[config.mk]
export PLATFORM = sky130hd
export DESIGN_NAME = bbrop_fifo
export DESIGN_NICKNAME = d
export VERILOG_FILES = /design/src/rtl/core/bbrop_pkg.sv /design/src/rtl/core/bbrop_fifo.sv
export SDC_FILE = /design/constraint.sdc
export NUM_CORES = 1
export LEC_CHECK = 0
export BUFFER_PORTS_ARGS = -buffer_cell sky130_fd_sc_hd__buf_2
export CAP_MARGIN = 10
export CORE_MARGIN = 3
export CORE_UTILIZATION = 40
export CTS_CLUSTER_DIAMETER = 80
export DETAILED_ROUTE_END_ITERATION = 8
export PLACE_DENSITY = 0.7
export SLEW_MARGIN = 5
export SYNTH_ARGS = -nofsm -noshare
export SYNTH_HDL_FRONTEND = slang
export SYNTH_SLANG_ARGS = --single-unit
[constraint.sdc]
create_clock -name clk_i -period 11.03 [get_ports clk_i]
set_input_delay 2.206 -clock clk_i [delete_from_list [all_inputs] [get_ports clk_i]]
set_output_delay 2.206 -clock clk_i [all_outputs]
set_load 0.005 [all_outputs]
[src/rtl/core/bbrop_pkg.sv]
package bbrop_pkg;

  // Default store geometry
  localparam int DEF_MAX_WIDTH  = 256;
  localparam int DEF_MAX_HEIGHT = 128;

  // Internal signed coordinate width (covers the 10-bit fields and sizes up to 1024)
  localparam int CIN_W  = 10;
  localparam int CW     = 12;
  // Row base address width (128 rows of 1024 pixels at most)
  localparam int BASE_W = 17;
  // Command queue depth
  localparam int QDEPTH = 2;

  // Bus functions
  localparam logic [1:0] FN_WR_SRC = 2'd0;
  localparam logic [1:0] FN_WR_FRM = 2'd1;
  localparam logic [1:0] FN_RD_FRM = 2'd2;
  localparam logic [1:0] FN_BLIT   = 2'd3;

  // Result status codes
  localparam logic [1:0] STAT_WRITE = 2'd0;
  localparam logic [1:0] STAT_READ  = 2'd1;
  localparam logic [1:0] STAT_DRAWN = 2'd2;
  localparam logic [1:0] STAT_CLIP  = 2'd3;

  // Source modes
  localparam logic [1:0] MODE_SRC     = 2'd0;
  localparam logic [1:0] MODE_COPY    = 2'd1;
  localparam logic [1:0] MODE_FWD     = 2'd2;
  // Unlisted mode, behaves as the forward frame mode
  localparam logic [1:0] MODE_FWD_ALT = 2'd3;

  // Register indexes
  localparam logic [1:0] REG_SRC_W = 2'd0;
  localparam logic [1:0] REG_SRC_H = 2'd1;
  localparam logic [1:0] REG_FRM_W = 2'd2;
  localparam logic [1:0] REG_FRM_H = 2'd3;

  localparam logic [8:0] RST_SRC_W = 9'd256;
  localparam logic [7:0] RST_SRC_H = 8'd128;
  localparam logic [8:0] RST_FRM_W = 9'd178;
  localparam logic [7:0] RST_FRM_H = 8'd128;

  typedef struct packed {
    logic [8:0] source_width;
    logic [7:0] source_height;
    logic [8:0] frame_width;
    logic [7:0] frame_height;
  } cfg_t;

  // Decoded, clipped command handed from front to back
  typedef struct packed {
    logic [1:0]        func;
    logic [11:0]       addr;
    logic [7:0]        data;
    logic [31:0]       rop;
    logic [1:0]        mode;
    logic              clipped;
    logic [CW-1:0]     sx;
    logic [CW-1:0]     dx;
    logic [CW-1:0]     w;
    logic [CW-1:0]     h;
    logic [CW-1:0]     sstride;
    logic [CW-1:0]     fstride;
    logic [BASE_W-1:0] sbase;
    logic [BASE_W-1:0] dbase;
  } cmd_t;

  typedef enum logic [2:0] {
    ST_CLEAR,
    ST_IDLE,
    ST_READ,
    ST_COPY,
    ST_PSRC,
    ST_PDST,
    ST_PWR
  } back_state_e;

  // Register value clamped to [1, hi]
  function automatic logic [CW-1:0] clamp_dim(input logic [8:0] v, input logic [CW-1:0] hi);
    logic [CW-1:0] x;
    begin
      x = CW'(v);
      if (x == '0) x = CW'(1);
      else if (x > hi) x = hi;
      return x;
    end
  endfunction

endpackage

[src/rtl/core/bbrop_fifo.sv]
module bbrop_fifo import bbrop_pkg::*; (
  input  logic clk_i,
  input  logic rst_ni,
  input  logic push_i,
  input  cmd_t push_data_i,
  input  logic pop_i,
  output cmd_t head_o,
  output logic empty_o,
  output logic full_o
);

  localparam int PW = $clog2(QDEPTH);

  cmd_t              mem_q [QDEPTH];
  logic [PW-1:0]     wptr_q, rptr_q;
  logic [PW:0]       count_q;

  // Entry storage
  always_ff @(posedge clk_i) begin
    if (push_i) mem_q[wptr_q] <= push_data_i;
  end

  // Pointers and fill count
  always_ff @(posedge clk_i or negedge rst_ni) begin
    if (!rst_ni) begin
      wptr_q  <= '0;
      rptr_q  <= '0;
      count_q <= '0;
    end else begin
      if (push_i) wptr_q <= wptr_q + 1'b1;
      if (pop_i)  rptr_q <= rptr_q + 1'b1;
      count_q <= count_q + (PW+1)'(push_i) - (PW+1)'(pop_i);
    end
  end

  assign head_o  = mem_q[rptr_q];
  assign empty_o = (count_q == '0);
  assign full_o  = (count_q == (PW+1)'(QDEPTH));

endmodule

==> out/results.tsv <==
stage	metric	value	unit
sta	setup_tns	0	ns
setup_path	timing.rr.start	wptr_q$_DFFE_PN0P_	
setup_path	path_depth	3	
floorplan	die_h	179.6	um
sta	setup_viol	0	
sta	hold_viol_final	0	
power	seqPwrFrac	0.458	
route	drt-initial-drc-count	256	
floorplan	io_pins	332	
sta	worstMarginPinSlew	1.076	ns
yosys	synthTopCellsByArea	edfxtp_1 81%, mux2_2 15%, clkbuf_8 1.4%	
yosys	yosys.area_share.adder	0.002076	
sta	rsz0062_at_grt	false	
setup_path	path_buf_inv	2	
yosys	synth-xor-area-share	0.003425	
clock_network	clkTransAtPathRegs	0.06	ns
power	p_leak	5.677	nW
global_routing	grt_pass1_vias	6647	
setup_path	crit_fanout	73	
power	ir_drop	0.1722	mV
layout	final_cell_mix	331 x buf_2, 326 x edfxtp_1, 163 x mux2_2	
setup_path	cpPeakStageDelay	0.74	ns
global_routing	antenna_found_initial	6	
yosys	synthSimpleGateAreaFrac	0.001868	
yosys	synth_top_area_frac	0.8121	
sta	drv_slew	0	
clock_network	clk_path_buf_depth	3	
power	combPwrFrac	0.251	
global_routing	gr-usage-all-layers	0.1435	
route	vias	6112	
yosys	yosys_warnings	0	
route	drtPass1Iterations	4	
yosys	syn-num-nets	691	
setup_path	path_delay_family	buffers and inverters	
yosys	syn_area_per_cell	23.09	um2
floorplan	rows	62	
layout	area_growth	25.39	%
clock_network	insertion_delay	0.50	ns
setup_path	reg2reg_depth	2	
global_routing	grt_max_degree	78	
layout	final.fill_count	2466	
clock_network	cts_max_level	2	
clock_network	post-cts-setup-buffers	0	
global_routing	grt-ovfl-total	0	
yosys	synth_compound_area_frac	0	
power	powerDensity	251.0	mW/mm2
sta	max-slew-margin-rel	0.2828	
floorplan	dieArea	0.03225	mm2
clock_network	cts_buffers	35	
place	port_buffers	331	
setup_path	worst-r2r-setup-slack	8.86	ns
place	dp_hpwl	15.90	mm
setup_path	timing.critical_path.from	rptr_q$_DFFE_PN0P_	
sta	max_freq	211.5	MHz
setup_path	path_cells	buf_4, mux2_2, buf_2	
sta	post-route-period-util	0.4287	
clock_network	cts_root_buf	clkbuf_16	
power	p_sw_frac	0.2571	
floorplan	start_util	0.4133	
layout	multi_input_area	0.001934	mm2
place	gp_congestion	0.7519	
setup_path	slowest_stage	buf_4	
floorplan	core-area	0.02917	mm2
yosys	syn_inst	522	
flow_run	drv_cap	0	
power	internal-power	2.818	mW
yosys	synth-seq-cells	330	
route	viasPerCell	4.749	
layout	layout_commonest_cell	buf_2	
clock_network	cts_sinks	330	
sta	fin_skew	0.009174	ns
power	power.switching	0.9752	mW
yosys	synth_top_area_cell	edfxtp_1	
layout	drive_gt1_frac	0.6091	
yosys	yosysSeqAreaShare	0.8204	
route	routed_wl	23.96	mm
setup_path	required	8.82	ns
floorplan	die_x	179.6	um
hold_path	hold_class	reg2reg	
setup_path	start_kind	flip-flop	
clock_network	cts_resized	0	
power	power_frac_clock	0.292	
yosys	synth_top_family_by_area	multiplexers	
setup_path	crit_path_end_kind	primary output	
sta	layout_min_cycle_time	4.729	ns
setup_path	critPathKind	reg2out	
clock_network	tritoncts	built	
clock_network	ctsHoldBuffers	0	
route	ant_nets	0	
layout	layout.nets	1047	
setup_path	r2r_end	mem_q[0][143]$_DFFE_PP_	
yosys	synth_area	0.01205	mm2
yosys	synth.distinct_cells	12	
setup_path	cp-endpoint	head_o[143]	
yosys	synth_mux_area_frac	0.1523	
route	drc	0	
layout	regArea	0.009893	mm2
status	status	complete, no violations	
route	wl_per_cell	18.62	um
setup_path	cp.arrival	2.52	ns
power	total_power	3.793	mW
global_routing	grt_pass1_wl	36.94	mm
## registers in the layout, summed over array words and instances, names as in the netlist
signal and flops:
count_q 2, mem_q 326, rptr_q 1, wptr_q 1
## worst register-to-register path, cell delays in order, from the launching register on
cell and delay (ns):
dfrtp_1 0.43, nor2b_4 0.39, buf_4 0.85
## synthesized netlist by cell type, drive strengths merged
cell type / instances
xor3: 1
buf: 6
inv: 2
nor2: 1
and2: 1
edfxtp: 326
dfrtp: 4
mux2: 163
nor2b: 2
xor2: 2
clkbuf: 12
ha: 2
## layout make-up
cell class	count	area share
Tap cell	384	0.03179
Timing Repair Buffer	337	0.1126
Clock inverter	15	0.009271
Clock buffer	42	0.06250
Multi-Input combinational cell	172	0.1280
Antenna cell	5	0.0008278
Sequential cell	330	0.6546
Inverter	2	0.0004967
## stage by stage
step           hold slack [ns]  instance area (um2)  setup slack, ns  cells    util
4_1_cts                 0.5633                15100            6.245   1282  0.5178
3_5_place_dp            0.5380                14020            6.788   1225  0.4806
6_report                0.5607                15110            6.301   1287  0.5182
2_1_floorplan           0.4555                12050            1.073    522       -
5_1_grt                 0.5822                15110            6.159   1286  0.5181
3_3_place_gp            0.5282                14020            6.751   1225  0.4806
## cells by family after synthesis
family                   count (synthesis)
flip-flops                             330
AND/OR/NAND/NOR                          4
buffers and inverters                   20
XOR/XNOR                                 3
adder cells (fa/ha/maj)                  2
multiplexers                           163
## worst min-delay path by stage
| stage | from | cells past startpoint | endpoint |
|---|---|---|---|
| floorplan | wptr_q$_DFFE_PN0P_ | 1 | wptr_q$_DFFE_PN0P_ |
| global route | wptr_q$_DFFE_PN0P_ | 1 | wptr_q$_DFFE_PN0P_ |
| global placement | wptr_q$_DFFE_PN0P_ | 1 | wptr_q$_DFFE_PN0P_ |
| CTS | wptr_q$_DFFE_PN0P_ | 1 | wptr_q$_DFFE_PN0P_ |
| detailed placement | wptr_q$_DFFE_PN0P_ | 1 | wptr_q$_DFFE_PN0P_ |
| finish | wptr_q$_DFFE_PN0P_ | 1 | wptr_q$_DFFE_PN0P_ |
## metal layers
metal	GRT usage	up-vias	wire length, um
met2	0.2511	231	12320
met5	0	-	19
met1	0.1591	3018	8818
met3	0.05679	56	2170
li1	-	2803	-
met4	0.05105	4	639
## power by group through the flow
stage	Combinational [mW]	Clock [mW]	Sequential (mW)
floorplan	0.632	0	1.78
global placement	0.969	0	1.75
detailed placement	0.971	0	1.76
CTS	0.978	1.14	1.74
global route	1.04	1.20	1.76
finish	0.950	1.11	1.74
No activity file was read; power rests on OpenSTA's default activity.
