`config.mk`:
```
export PLATFORM = sky130hd
export DESIGN_NAME = bbrop_front
export DESIGN_NICKNAME = d
export VERILOG_FILES = /design/src/rtl/core/bbrop_pkg.sv /design/src/rtl/core/bbrop_front.sv
export SDC_FILE = /design/constraint.sdc
export NUM_CORES = 1
export LEC_CHECK = 0
export BUFFER_PORTS_ARGS = -buffer_cell sky130_fd_sc_hd__clkbuf_2
export CORE_MARGIN = 2
export CORE_UTILIZATION = 51
export CTS_CLUSTER_DIAMETER = 200
export CTS_CLUSTER_SIZE = 10
export DETAILED_ROUTE_END_ITERATION = 12
export PLACE_DENSITY = 0.81
export SLEW_MARGIN = 5
export SYNTH_ARGS = -nofsm -noshare
export SYNTH_HDL_FRONTEND = slang
export SYNTH_SLANG_ARGS = --single-unit
```
`constraint.sdc`:
```
create_clock -name clk_i -period 8.2 [get_ports clk_i]
set_input_delay 0.41 -clock clk_i [delete_from_list [all_inputs] [get_ports clk_i]]
set_output_delay 0.41 -clock clk_i [all_outputs]
set_load 0.01 [all_outputs]
```
`src/rtl/core/bbrop_pkg.sv`:
```
package bbrop_pkg;

  // Default store geometry
  localparam int DEF_MAX_WIDTH  = 256;
  localparam int DEF_MAX_HEIGHT = 128;

  // Internal signed coordinate width (covers the 10-bit fields and sizes up to 1024)
  localparam int CIN_W  = 10;
  localparam int CW     = 12;
  // Row base address width (128 rows of 1024 pixels at most)
  localparam int BASE_W = 17;
  // Command queue depth
  localparam int QDEPTH = 2;

  // Bus functions
  localparam logic [1:0] FN_WR_SRC = 2'd0;
  localparam logic [1:0] FN_WR_FRM = 2'd1;
  localparam logic [1:0] FN_RD_FRM = 2'd2;
  localparam logic [1:0] FN_BLIT   = 2'd3;

  // Result status codes
  localparam logic [1:0] STAT_WRITE = 2'd0;
  localparam logic [1:0] STAT_READ  = 2'd1;
  localparam logic [1:0] STAT_DRAWN = 2'd2;
  localparam logic [1:0] STAT_CLIP  = 2'd3;

  // Source modes
  localparam logic [1:0] MODE_SRC     = 2'd0;
  localparam logic [1:0] MODE_COPY    = 2'd1;
  localparam logic [1:0] MODE_FWD     = 2'd2;
  // Unlisted mode, behaves as the forward frame mode
  localparam logic [1:0] MODE_FWD_ALT = 2'd3;

  // Register indexes
  localparam logic [1:0] REG_SRC_W = 2'd0;
  localparam logic [1:0] REG_SRC_H = 2'd1;
  localparam logic [1:0] REG_FRM_W = 2'd2;
  localparam logic [1:0] REG_FRM_H = 2'd3;

  localparam logic [8:0] RST_SRC_W = 9'd256;
  localparam logic [7:0] RST_SRC_H = 8'd128;
  localparam logic [8:0] RST_FRM_W = 9'd178;
  localparam logic [7:0] RST_FRM_H = 8'd128;

  typedef struct packed {
    logic [8:0] source_width;
    logic [7:0] source_height;
    logic [8:0] frame_width;
    logic [7:0] frame_height;
  } cfg_t;

  // Decoded, clipped command handed from front to back
  typedef struct packed {
    logic [1:0]        func;
    logic [11:0]       addr;
    logic [7:0]        data;
    logic [31:0]       rop;
    logic [1:0]        mode;
    logic              clipped;
    logic [CW-1:0]     sx;
    logic [CW-1:0]     dx;
    logic [CW-1:0]     w;
    logic [CW-1:0]     h;
    logic [CW-1:0]     sstride;
    logic [CW-1:0]     fstride;
    logic [BASE_W-1:0] sbase;
    logic [BASE_W-1:0] dbase;
  } cmd_t;

  typedef enum logic [2:0] {
    ST_CLEAR,
    ST_IDLE,
    ST_READ,
    ST_COPY,
    ST_PSRC,
    ST_PDST,
    ST_PWR
  } back_state_e;

  // Register value clamped to [1, hi]
  function automatic logic [CW-1:0] clamp_dim(input logic [8:0] v, input logic [CW-1:0] hi);
    logic [CW-1:0] x;
    begin
      x = CW'(v);
      if (x == '0) x = CW'(1);
      else if (x > hi) x = hi;
      return x;
    end
  endfunction

endpackage

```
`src/rtl/core/bbrop_front.sv`:
```
module bbrop_front import bbrop_pkg::*; #(
  parameter int MAX_WIDTH  = DEF_MAX_WIDTH,
  parameter int MAX_HEIGHT = DEF_MAX_HEIGHT
) (
  input  logic                    clk_i,
  input  logic                    rst_ni,
  input  logic                    start_i,
  output logic                    busy_o,
  input  logic                    clearing_i,
  input  cfg_t                    cfg_i,
  input  logic [1:0]              func_i,
  input  logic [11:0]             byte_address_i,
  input  logic [7:0]              write_data_i,
  input  logic signed [CIN_W-1:0] src_x_i,
  input  logic signed [CIN_W-1:0] src_y_i,
  input  logic signed [CIN_W-1:0] dst_x_i,
  input  logic signed [CIN_W-1:0] dst_y_i,
  input  logic signed [CIN_W-1:0] copy_width_i,
  input  logic signed [CIN_W-1:0] copy_height_i,
  input  logic [31:0]             rop_word_i,
  input  logic [1:0]              source_mode_i,
  input  logic                    q_full_i,
  output logic                    q_push_o,
  output cmd_t                    q_data_o
);

  localparam logic [CW-1:0] MAXW = CW'(MAX_WIDTH);
  localparam logic [CW-1:0] MAXH = CW'(MAX_HEIGHT);

  logic accept;
  logic s1_valid_q;
  logic [1:0]  func_q, mode_q;
  logic [11:0] addr_q;
  logic [7:0]  data_q;
  logic [31:0] rop_q;
  logic signed [CW-1:0] sx_q, sy_q, dx_q, dy_q, w_q, h_q;
  logic signed [CW-1:0] fw_q, fh_q, sw_q, sh_q;

  logic signed [CW-1:0] sx_e, sy_e, dx_e, dy_e, w_e, h_e;
  logic signed [CW-1:0] fw_c, fh_c;
  logic signed [CW-1:0] wa, wb, ha, hb, w2, h2;
  logic [CW-1:0]        sstride, fstride;
  logic [2*CW-1:0]      sprod, dprod;

  assign accept = start_i && !busy_o;
  assign busy_o = clearing_i || s1_valid_q || q_full_i;

  // Sign extension of the rectangle fields
  assign sx_e = {{(CW-CIN_W){src_x_i[CIN_W-1]}}, src_x_i};
  assign sy_e = {{(CW-CIN_W){src_y_i[CIN_W-1]}}, src_y_i};
  assign dx_e = {{(CW-CIN_W){dst_x_i[CIN_W-1]}}, dst_x_i};
  assign dy_e = {{(CW-CIN_W){dst_y_i[CIN_W-1]}}, dst_y_i};
  assign w_e  = {{(CW-CIN_W){copy_width_i[CIN_W-1]}}, copy_width_i};
  assign h_e  = {{(CW-CIN_W){copy_height_i[CIN_W-1]}}, copy_height_i};
  assign fw_c = clamp_dim(cfg_i.frame_width, MAXW);
  assign fh_c = clamp_dim({1'b0, cfg_i.frame_height}, MAXH);

  // Stage 1: capture, trim negative destination start
  always_ff @(posedge clk_i) begin
    if (accept) begin
      func_q <= func_i;
      addr_q <= byte_address_i;
      data_q <= write_data_i;
      rop_q  <= rop_word_i;
      mode_q <= source_mode_i;
      sx_q   <= dx_e[CW-1] ? sx_e - dx_e : sx_e;
      w_q    <= dx_e[CW-1] ? w_e + dx_e : w_e;
      dx_q   <= dx_e[CW-1] ? '0 : dx_e;
      sy_q   <= dy_e[CW-1] ? sy_e - dy_e : sy_e;
      h_q    <= dy_e[CW-1] ? h_e + dy_e : h_e;
      dy_q   <= dy_e[CW-1] ? '0 : dy_e;
      fw_q   <= fw_c;
      fh_q   <= fh_c;
      sw_q   <= (source_mode_i == MODE_SRC) ? clamp_dim(cfg_i.source_width, MAXW) : fw_c;
      sh_q   <= (source_mode_i == MODE_SRC) ?
                clamp_dim({1'b0, cfg_i.source_height}, MAXH) : fh_c;
    end
  end

  always_ff @(posedge clk_i or negedge rst_ni) begin
    if (!rst_ni) begin
      s1_valid_q <= 1'b0;
    end else if (accept) begin
      s1_valid_q <= 1'b1;
    end else if (q_push_o) begin
      s1_valid_q <= 1'b0;
    end
  end

  // Stage 2: clip to frame and source, row base addresses
  always_comb begin
    wa = fw_q - dx_q;
    wb = sw_q - sx_q;
    ha = fh_q - dy_q;
    hb = sh_q - sy_q;
    w2 = w_q;
    if (wa < w2) w2 = wa;
    if (wb < w2) w2 = wb;
    h2 = h_q;
    if (ha < h2) h2 = ha;
    if (hb < h2) h2 = hb;
    sstride = (sw_q + CW'(7)) >> 3;
    fstride = (fw_q + CW'(7)) >> 3;
    sprod   = sy_q * sstride;
    dprod   = dy_q * fstride;
  end

  assign q_push_o = s1_valid_q && !q_full_i;

  always_comb begin
    q_data_o.func    = func_q;
    q_data_o.addr    = addr_q;
    q_data_o.data    = data_q;
    q_data_o.rop     = rop_q;
    q_data_o.mode    = mode_q;
    q_data_o.clipped = sx_q[CW-1] || sy_q[CW-1] || (w2 <= 0) || (h2 <= 0);
    q_data_o.sx      = sx_q;
    q_data_o.dx      = dx_q;
    q_data_o.w       = w2;
    q_data_o.h       = h2;
    q_data_o.sstride = sstride;
    q_data_o.fstride = fstride;
    q_data_o.sbase   = sprod[BASE_W-1:0];
    q_data_o.dbase   = dprod[BASE_W-1:0];
  end

endmodule

```
==> results by group <==
Setup path
  – Critical path cell sequence: inv_1 -> ha_1 -> nor2b_1 -> o31a_1 -> o31ai_1 -> a21boi_0 -> ha_1 -> nand2_1 -> nor3_1 -> a21oi_2 -> o22ai_2 -> mux2i_1 -> ha_1 -> a211oi_1 -> o21ai_0 -> a221oi_1 -> nand3_1 -> o21ai_1 -> mux2_1 -> or3_1 -> a2111o_1 -> clkbuf_2
  – Critical-path top delay cell: o22ai_2
  – CP peak stage delay: 0.68 ns
  – Cells on worst reg2reg path: 3
  – CP arrival: 6.92 ns
  – Setup CP Type: reg2out
  – Crit. path cell count: 22
  – Peak fanout along the critical path: 17
  – Buf+Inv Stages, Crit Path: 2
  – CP top delay family: compound AO/OA/AOI/OAI gates
  – Worst setup SP type: register
  – CP Capture Type: output pin
  – Required time of the critical path: 7.79 ns
  – Crit path top cell by count: ha_1

Outcome
  – Status: completed

Die
  – Die Span X: 176 µm
  – Starting Density: 51.5%
  – Core ar.: 29500 µm²
  – Site Rows: 63
  – Vert. Die Dim: 176 µm
  – Die area: 31100 µm²
  – I/O Pins: 320

Yosys
  – Top FF cell, synth: edfxtp_1
  – Post-synthesis cell type count: 72
  – Asr flop ratio synth: 0.654%
  – Yosys warning count: 0
  – EDFF count, synth: 152
  – Synthesis-stage register bit count: 153
  – Syn Inst Count: 1559
  – Count leader, synth: inv_1
  – Sequential area share after synthesis: 30.3%
  – Syn avg cell area: 9.73 µm²
  – Synth cell count leaders: inv_1 (250), ha_1 (188), edfxtp_1 (152)
  – Area contributors post-synth: edfxtp_1 (30%), ha_1 (16%), fa_1 (13%)
  – Yosys top cell area share: 30.1%
  – Post-Syn Area: 15200 µm²
  – Post-synth top area cell: edfxtp_1

Layout
  – Share of cells above drive strength 1: 21.3%
  – ANT cells: 0
  – Final #Nets: 2299
  – Fillers: 2509
  – Area Growth Syn to Fin: 16.2%

GRT
  – Antenna violations before repair: 1
  – Overflow after GRT: 0
  – Largest net degree at the start of global routing: 82
  – Vias in the first global route: 12500
  – First-pass GRT wire length: 63100 µm
  – Overall Global Routing Usage: 26.3%

Clock network
  – H-tree depth: 4
  – CTS clk-pin slew, worst paths: 0.07 ns
  – Clk_lat worst skew: 0.45 ns
  – CTS Buf Count: 17
  – # hold bufs at CTS: 1
  – CTS tree: built
  – Root buf cell: clkbuf_16
  – Clock Path Buffers: 2
  – Sink Count: 153
  – Post-CTS setup buffers: 0
  – Quantity of gates resized following cts: 0

Run
  – MaxCap Viol Count: 0

STA
  – Max Slew Vio Count: 0
  – Setup Viol. Count Final: 0
  – Final worst slack: 0.869 ns
  – RSZ-0062 raised after global routing: no
  – Endpoints failing hold: 0
  – Fmax: 136 MHz
  – Final sum of negative setup slack: 0 ns
  – Fin crit period: 7.33 ns
  – Setup Skew: 0.0118 ns
  – Slew margin rel.: 30.3%
  – Worst Tran Pin Value: 1.04 ns
  – Final Cycle Share: 89.4%

Drt
  – DRT iter0 DRCs: 795
  – Vias/cell: 5.39
  – Antenna-violating nets left: 0
  – Final Routed Wirelength: 40000 µm
  – Remaining DRCs: 0
  – DR vias: 12200
  – DR pass1 iterations: 5
  – WL/cell: 17.7 µm

Power
  – Power per cell area: 164 nW/µm²
  – Pleak: 8.66 nW
  – Switching share of total power: 36.9%
  – Part of the power in registers: 31.8%
  – Clk pwr share: 26.1%
  – Logic pwr share: 42.1%
  – P_int: 0.00182 W
  – Peak supply drop: 169 µV
  – Psw: 0.00107 W

Placement
  – Dpl hpwl: 33600 µm
  – Dpl ws: 1.43 ns
  – I/O Buffers: 306
  – Final GP Congestion: 0.947

Worst hold path
  – Worst hold path type: in2reg
  – Hold Crit Depth: 1
[path summary, 6_finish.rpt]
check                                    endpoint              startpoint  slack, ns
min reg2reg                s1_valid_q$_DFFE_PN0P_  s1_valid_q$_DFFE_PN0P_       0.51
max                                 q_data_o[106]   dy_q[1]$_SDFFCE_PP0P_       0.87
max in group asynchronous  s1_valid_q$_DFFE_PN0P_                  rst_ni       7.79
min                           data_q[7]$_DFFE_PP_         write_data_i[7]       0.14
max reg2reg                      w_q[1]$_DFFE_PP_  s1_valid_q$_DFFE_PN0P_       5.79
min in group asynchronous  s1_valid_q$_DFFE_PN0P_                  rst_ni       0.32
[per-layer routing]
layer  part of all wire [%]  GRT usage (%)  vias to the layer above
met4                    4.8           13.7                        2
met5                  0.040              0                        -
li1                       -              -                     5867
met2                     48           44.0                      451
met3                    5.9           5.12                       99
met1                     41           32.2                     5785
[state kept, by name (all words and copies together) (netlist names), 9 cells and up]
signal / cells
addr_q: 12
dx_q: 9
dy_q: 9
fw_q: 9
h_q: 11
rop_q: 32
sw_q: 9
sx_q: 11
sy_q: 11
w_q: 11
[cell usage in the layout (no fill, tap or decap), types with 6 or more instances in the layout]
cell       instances
o21ai_0           51
ha_1             188
a31oi_1            6
a21oi_1           60
clkbuf_16         17
nor2_1           128
o21ai_1           12
xnor2_1           53
nor4_1            12
a21o_1            32
buf_4              6
o21a_1             9
conb_1            13
and2_1            30
clkbuf_2         306
fa_1              95
nor2b_1           63
mux2i_1           23
nand3_1            8
a21boi_0           9
nand2b_1          17
xor2_1            29
nand4_1            7
inv_1            250
edfxtp_1         152
nand2_1          109
o41ai_1            8
mux2_2            41
o21bai_1          13
nor3_1            41
[per-stage QoR]
step / power (W) / hold slack (ns) / cells / util, % / instance area (µm²)
finish: 0.00289 / 0.145 / 2264 / 59.8 / 17600
global route: 0.00307 / 0.127 / 2264 / 59.8 / 17600
CTS: 0.00290 / 0.121 / 2264 / 59.8 / 17600
detailed placement: 0.00214 / 0.193 / 2231 / 57.9 / 17100
global placement: 0.00211 / 0.190 / 2231 / 57.9 / 17100
floorplan: 0.00175 / 0.114 / 1571 / - / 15200
[power groups by stage]
stage	combinational (W)	clock (W)	sequential, W
floorplan	0.000818	0	0.000936
global placement	0.00118	0	0.000933
detailed placement	0.00121	0	0.000933
CTS	0.00122	0.000767	0.000916
global route	0.00136	0.000794	0.000919
finish	0.00122	0.000754	0.000917
[cells by family (layout without fill, tap and decap cells)]
group           count (synthesis)  count (layout)  share of synthesized area (%)
simple gates                  438             438                           14.0
other cells                     1              13                         0.0247
compound gates                239             239                           10.3
xor+xnor                       83              83                           4.84
mux                            67              67                           4.88
buf+inv                       295             598                           7.71
fa+ha+maj                     283             283                           28.0
flops                         153             153                           30.3
[area by class of cell]
type	instances	area [µm²]	share of cell area (%)
clock buffers	18	429	2.43
multi-input cells	1123	9460	53.7
repair buffers	313	1590	9.00
inverters	253	950	5.39
clock inverters	14	128	0.724
well taps	390	488	2.77
flip-flops and latches	153	4590	26.0
(Power assumes the default switching activity.)
